==> config.mk <==
export PLATFORM = sky130hd
export DESIGN_NAME = spq_cell
export DESIGN_NICKNAME = d
export VERILOG_FILES = /design/src/design/spq_pkg.sv /design/src/design/spq_cell.sv
export SDC_FILE = /design/constraint.sdc
export NUM_CORES = 1
export LEC_CHECK = 0
export CORE_AREA = 4 4 98 100
export DETAILED_ROUTE_END_ITERATION = 16
export DIE_AREA = 0 0 102 104
export DONT_BUFFER_PORTS = 1
export GPL_TIMING_DRIVEN = 0
export REMOVE_ABC_BUFFERS = 1
export SETUP_SLACK_MARGIN = 0.3
export SKIP_LAST_GASP = 1
export SLEW_MARGIN = 30
export SYNTH_ARGS = -nofsm -noshare
export SYNTH_HDL_FRONTEND = slang
export SYNTH_SLANG_ARGS = --single-unit
export TNS_END_PERCENT = 50
==> constraint.sdc <==
create_clock -name clk -period 5.14 [get_ports clk]
set_input_delay 0.514 -clock clk [delete_from_list [all_inputs] [get_ports clk]]
set_output_delay 0.514 -clock clk [all_outputs]
set_load 0.05 [all_outputs]
==> src/design/spq_pkg.sv <==
package spq_pkg;

  typedef enum logic [1:0] {
    ST_OK    = 2'd0,
    ST_FULL  = 2'd1,
    ST_EMPTY = 2'd2
  } status_t;

  typedef enum logic {
    OP_INSERT = 1'b0,
    OP_POP    = 1'b1
  } op_t;

  typedef struct packed {
    logic               op;
    logic signed [31:0] in_priority;
    logic signed [31:0] in_value;
  } in_item_t;

  typedef struct packed {
    status_t            status;
    logic signed [31:0] out_priority;
    logic signed [31:0] out_value;
    logic [7:0]         occupancy;
  } out_item_t;

  typedef struct packed {
    logic signed [31:0] pri;
    logic signed [31:0] val;
  } entry_t;

  // Broadcast to every cell in the chain
  typedef struct packed {
    logic   ins;
    logic   pop;
    entry_t new_entry;
  } spq_ctl_t;

endpackage

==> src/design/spq_cell.sv <==
module spq_cell (
  input  logic              clk,
  input  spq_pkg::spq_ctl_t ctl,
  input  logic              occupied,
  input  logic              left_ge,
  input  spq_pkg::entry_t   left_entry,
  input  spq_pkg::entry_t   right_entry,
  output logic              ge,
  output spq_pkg::entry_t   entry
);
  import spq_pkg::*;

  entry_t entry_r;
  entry_t entry_nxt;

  // Held entry stays ahead of the new one on equal priority
  assign ge    = occupied && (entry_r.pri >= ctl.new_entry.pri);
  assign entry = entry_r;

  always_comb begin
    entry_nxt = entry_r;
    if (ctl.ins) begin
      if (ge) begin
        entry_nxt = entry_r;
      end else if (left_ge) begin
        entry_nxt = ctl.new_entry;
      end else begin
        entry_nxt = left_entry;
      end
    end else if (ctl.pop) begin
      entry_nxt = right_entry;
    end
  end

  always_ff @(posedge clk) begin
    entry_r <= entry_nxt;
  end

endmodule

==> results.json, run 1 <==
{
  "die_area_sq_um": 10600,
  "p_clk_share_pct": 28.1,
  "antenna_left": 0,
  "p_int_uw": 968,
  "clkLatencyLatePin_ns": 0.34,
  "clock_path_buffers": 2,
  "first_pass_iters": 6,
  "cts.sinks": 64,
  "cts-buffers-inserted": 9,
  "min_period_ns": 3.60,
  "yosys_warnings": 0,
  "avgSynthCellArea_sq_um": 10.4,
  "cts_setup_buffers": 0,
  "slew_viol_final": 0,
  "cp-end-kind": "output pin",
  "core_sq_um": 8680,
  "ys_types": 33,
  "gr-total-overflow": 0,
  "crit_path_max_fanout": 3,
  "grt_pass1_wl_um": 15200,
  "clock-skew-final_ns": 0.0111,
  "drv_cap": 0,
  "syn_area_sq_um": 4080,
  "power_switching_uw": 531,
  "initial_core_util_pct": 47.0,
  "relSlewSlack_pct": 43.8,
  "grt_usage_pct": 18.7,
  "multi_input_area_sq_um": 1960,
  "tightest_slew_ns": 0.840,
  "dpl_cell_area_sq_um": 4180,
  "antenna_found_initial": 0,
  "synth-edff-count": 64,
  "yosys-top-cells-area": "edfxtp_1, mux2i_1, ha_1",
  "drt-total-wl_um": 10400,
  "routedWlPerCell_um": 20.9,
  "status": "finished clean",
  "async_reset_ff_share_pct": 0,
  "die_h_um": 104,
  "yosysTopAreaCell": "edfxtp_1",
  "ys_top_cells_by_count": "a21oi_1, nor2_1, edfxtp_1, mux2i_1",
  "arrival_ns": 3.08,
  "yosysSeqAreaShare_pct": 47.1,
  "place.detailed.hpwl_um": 8190,
  "drc": 0,
  "rsz0062_at_grt": "false",
  "required_ns": 4.63,
  "drive_gt1_share_pct": 6.65,
  "setup_viol": 0,
  "pin_count": 262,
  "yosys.area.top_type_share_pct": 47.1,
  "power.density_nw_per_um2": 344,
  "synth_flop_cell": "edfxtp_1",
  "synthMostInstantiatedCell": "a21oi_1",
  "largest_reg_flops": 64,
  "fmax_mhz": 278,
  "p_sw_share_pct": 35.4,
  "ys_ff_latch": 64,
  "cts_tree": "yes",
  "clk_pin_slew_ns": 0.08,
  "n_antenna_cell": 0,
  "final_area_sq_um": 4360,
  "root_buffer": "clkbuf_8",
  "fp.dieW_um": 102,
  "cp-start-kind": "flip-flop",
  "vdd_drop_max_v": 0.000162,
  "htree_levels": 3,
  "nets": 615,
  "first_global_vias": 2951,
  "ctsResizeCount": 0,
  "fillerInstances": 830,
  "setup_tns_ns": 0,
  "drt_iter0_markers": 85,
  "synthCells": 394,
  "combinationalPowerShare_pct": 13.2,
  "core.rowCount": 34,
  "critical_path_class": "reg2out",
  "total_leakage_power_nw": 1.85,
  "vias_per_cell": 5.78,
  "period_share_pct": 70.0,
  "num_vias": 2885,
  "place.port_buffers": 0,
  "place.gp.congestion": 0.808,
  "min_path_type": "in2reg",
  "hold_buffers": 0,
  "finalHoldViolCount": 0,
  "power_frac_seq_pct": 58.7,
  "syn_to_final_growth_pct": 6.93,
  "grt_max_degree": 131,
  "regArea_sq_um": 1920
}
[per-layer routing]
layer	up-vias	global-route usage (%)	part of all wire, %	wire length (um)
li1	1414	-	-	-
met1	1305	20.2	35	3660
met2	153	33.1	53	5500
met3	13	7.24	11	1130
met4	0	5.72	1.3	133
met5	-	0	0	0
[per-stage QoR]
stage               hold WS (ns)  power, mW  util (%)  std cells  setup WS [ns]
floorplan                  0.721       1.03         -        373           1.10
global placement           0.731       1.08      47.6        481         0.0995
detailed placement         0.734       1.09      48.1        483           1.86
CTS                        0.361       1.52      50.3        499           1.47
global route               0.360       1.57      50.3        499           1.32
finish                     0.377       1.50      50.3        499           1.54
[critical path, stage by stage, from the launching register on]
cell	delay (ns)
edfxtp_1	0.62
ha_1	0.42
and4_1	0.23
nor4b_2	0.31
nand2_1	0.12
o31ai_2	0.25
nor3b_2	0.10
nor3b_2	0.72
[power by group through the flow]
stage,clock [mW],combinational [mW],sequential (mW)
5_1_grt,0.458,0.229,0.887
4_1_cts,0.431,0.202,0.883
6_report,0.421,0.198,0.880
2_1_floorplan,0,0.154,0.879
3_3_place_gp,0,0.184,0.898
3_5_place_dp,0,0.202,0.892
[layout by cell type (no fill, tap or decap), drive strengths merged, types with 2 or more instances in the layout]
cell type and instances:
a21oi 76, nor2 65, mux2i 64, edfxtp 64
inv 32, ha 32, clkbuf 10, nand2 8
nand4 4, o21ai 4, clkinv 3, and4 3
a211oi 3, nor2b 2, a21o 2, nor3b 2
clkinvlp 2, buf 2, nand3 2
[worst paths after layout]
check / startpoint / endpoint / slack, ns / cells after the start
min: ctl[65] / entry[21] / 0.38 / 1
min reg2reg: entry[63] / entry[36] / 1.75 / 3
max: entry[55] / ge / 1.54 / 7
max reg2reg: entry[46] / entry[11] / 1.91 / 8
[kinds of logic after synthesis]
group / count (synthesis) / synth area share, %
muxes: 64 / 15.7
buffers and inverters: 53 / 5.06
adders and majority gates: 32 / 9.81
and+or+nand+nor: 90 / 10.0
DFF: 64 / 47.1
AOI/OAI and AO/OA: 91 / 12.3
[layout make-up]
class / count / area share, %
Clock buffer: 10 / 2.93
Clock inverter: 6 / 1.38
Inverter: 32 / 2.75
Multi-Input combinational cell: 277 / 44.9
Sequential cell: 64 / 44.0
Tap cell: 108 / 3.10
Timing Repair Buffer: 2 / 0.918
Power figures use the tool's default switching activity.
==> inputs of run 2 (changes only) <==
Clock period 5.14 ns to 3.4 ns, I/O delays scaled along.
==> results.json, run 2 (synthesized netlist as in run 1, its figures left out) <==
{
  "first_global_vias": 3023,
  "crit_top_cell": "nor3b_4",
  "vdd_drop_max_v": 0.000244,
  "cts.sinks": 64,
  "status": "finished clean",
  "tightest_slew_ns": 0.570,
  "cp-start-kind": "flip-flop",
  "layout.cells.most_common_list": "a21oi_1, nor2_1, mux2i_1, edfxtp_1, inv_1",
  "hold_ws_ns": 0.205,
  "pin_count": 262,
  "place.gp.congestion": 0.808,
  "clk_pin_slew_ns": 0.07,
  "drt_iter0_markers": 79,
  "antenna_found_initial": 0,
  "period_share_pct": 93.9,
  "cts_tree": "yes",
  "grt_pass1_wl_um": 15500,
  "routedWlPerCell_um": 21.1,
  "fin_ws_ns": 0.207,
  "core_sq_um": 8680,
  "htree_levels": 3,
  "cp.buffers_inverters": 0,
  "cp_slowest_cell": "edfxtp_1",
  "min_period_ns": 3.19,
  "hold_buffers": 0,
  "core.rowCount": 34,
  "clkLatencyLatePin_ns": 0.34,
  "nets": 620,
  "dp.cells": 483,
  "grt_max_degree": 131,
  "die_area_sq_um": 10600,
  "gr-total-overflow": 0,
  "place.port_buffers": 0,
  "critical_path_class": "reg2out",
  "largest_reg_flops": 64,
  "antenna_left": 0,
  "crit_family": "simple AND/OR/NAND/NOR gates",
  "syn_to_final_growth_pct": 11.5,
  "wl_met3_um": 1120,
  "rsz0062_at_grt": "true",
  "drc": 0,
  "max_stage_delay_ns": 0.65,
  "clock-skew-final_ns": 0.00788,
  "clock_path_buffers": 2,
  "slew_viol_final": 0,
  "cts-buffers-inserted": 9,
  "met2_length_um": 5670,
  "die_h_um": 104,
  "total_leakage_power_nw": 1.90,
  "finalHoldViolCount": 0,
  "first_pass_iters": 6,
  "drt-total-wl_um": 10600,
  "relSlewSlack_pct": 62.0,
  "fmax_mhz": 313,
  "initial_core_util_pct": 47.0,
  "fp.dieW_um": 102,
  "cp_cell_sequence": "ha_4 > nand4_1 > nor4b_4 > nand2_1 > o31ai_4 > nor3b_4 > nor3b_4",
  "power.density_nw_per_um2": 507,
  "setup_viol": 0,
  "arrival_ns": 2.85,
  "num_vias": 2925,
  "n_antenna_cell": 0,
  "cp-end-kind": "output pin",
  "min_path_type": "in2reg",
  "final_cells": 504,
  "root_buffer": "clkbuf_8",
  "final_common_cell": "a21oi_1",
  "place.detailed.hpwl_um": 8190,
  "crit_path_max_fanout": 2,
  "wl_met1_um": 3700,
  "drive_gt1_share_pct": 10.1,
  "vias_per_cell": 5.80,
  "required_ns": 3.06,
  "drv_cap": 0,
  "top_layer": "met4",
  "grt_usage_pct": 19.1,
  "dp_slack_ns": 0.191
}
==> run 2: layout make-up <==
cell class | instances | area (sq um)
fillers | 808 | 4130
multi-input cells | 277 | 2110
flip-flops and latches | 64 | 1920
well taps | 108 | 135
clock buffers | 10 | 128
inverters | 32 | 120
repair buffers | 7 | 77.6
clock inverters | 6 | 60.1
==> run 2: worst reg2reg max path: cells and delay by family (launching register included) <==
family / cells / cell delay [ns]
compound gates: 4 / 0.86
fa+ha+maj: 1 / 0.40
buf+inv: 1 / 0.20
flops: 1 / 0.62
simple gates: 2 / 0.52
==> run 2: where the power goes <==
part,switching [mW],leakage (nW),internal (mW),total [mW]
clock network,0.300,0.0920,0.335,0.635
registers,0.347,0.627,0.988,1.34
logic,0.170,1.18,0.166,0.336
total,0.817,1.90,1.49,2.31
==> run 2: per-stage QoR <==
step                power (mW)  util [%]  TNS, ns  instance area [sq um]
finish                    2.31      52.4        0                   4550
global route              2.42      52.4        0                   4550
CTS                       2.32      51.7        0                   4490
detailed placement        1.65      48.1        0                   4180
global placement          1.63      47.6  -105.00                   4130
floorplan                 1.56         -   -41.14                   3990
==> run 2: worst paths after layout <==
path | startpoint | endpoint | slack [ns] | cells after the start
hold reg to reg | entry[62] | entry[62] | 1.68 | 5
setup reg to reg | entry[45] | entry[31] | 0.48 | 8
setup / recovery | entry[50] | ge | 0.21 | 7
hold / removal | ctl[65] | entry[21] | 0.21 | 1
==> run 2: layer usage <==
metal	vias up	global-route usage, %
li1	1422	-
met1	1329	20.5
met2	160	34.3
met3	14	7.18
met4	0	5.72
met5	-	0
==> run 2: timing repair <==
action,in CTS,in global routing
cloned,0,0
resized for setup,10,4
pin swaps,4,3
endpoints found under the hold margin,0,0
endpoints found under the setup margin,55,55
buffers inserted,2,3
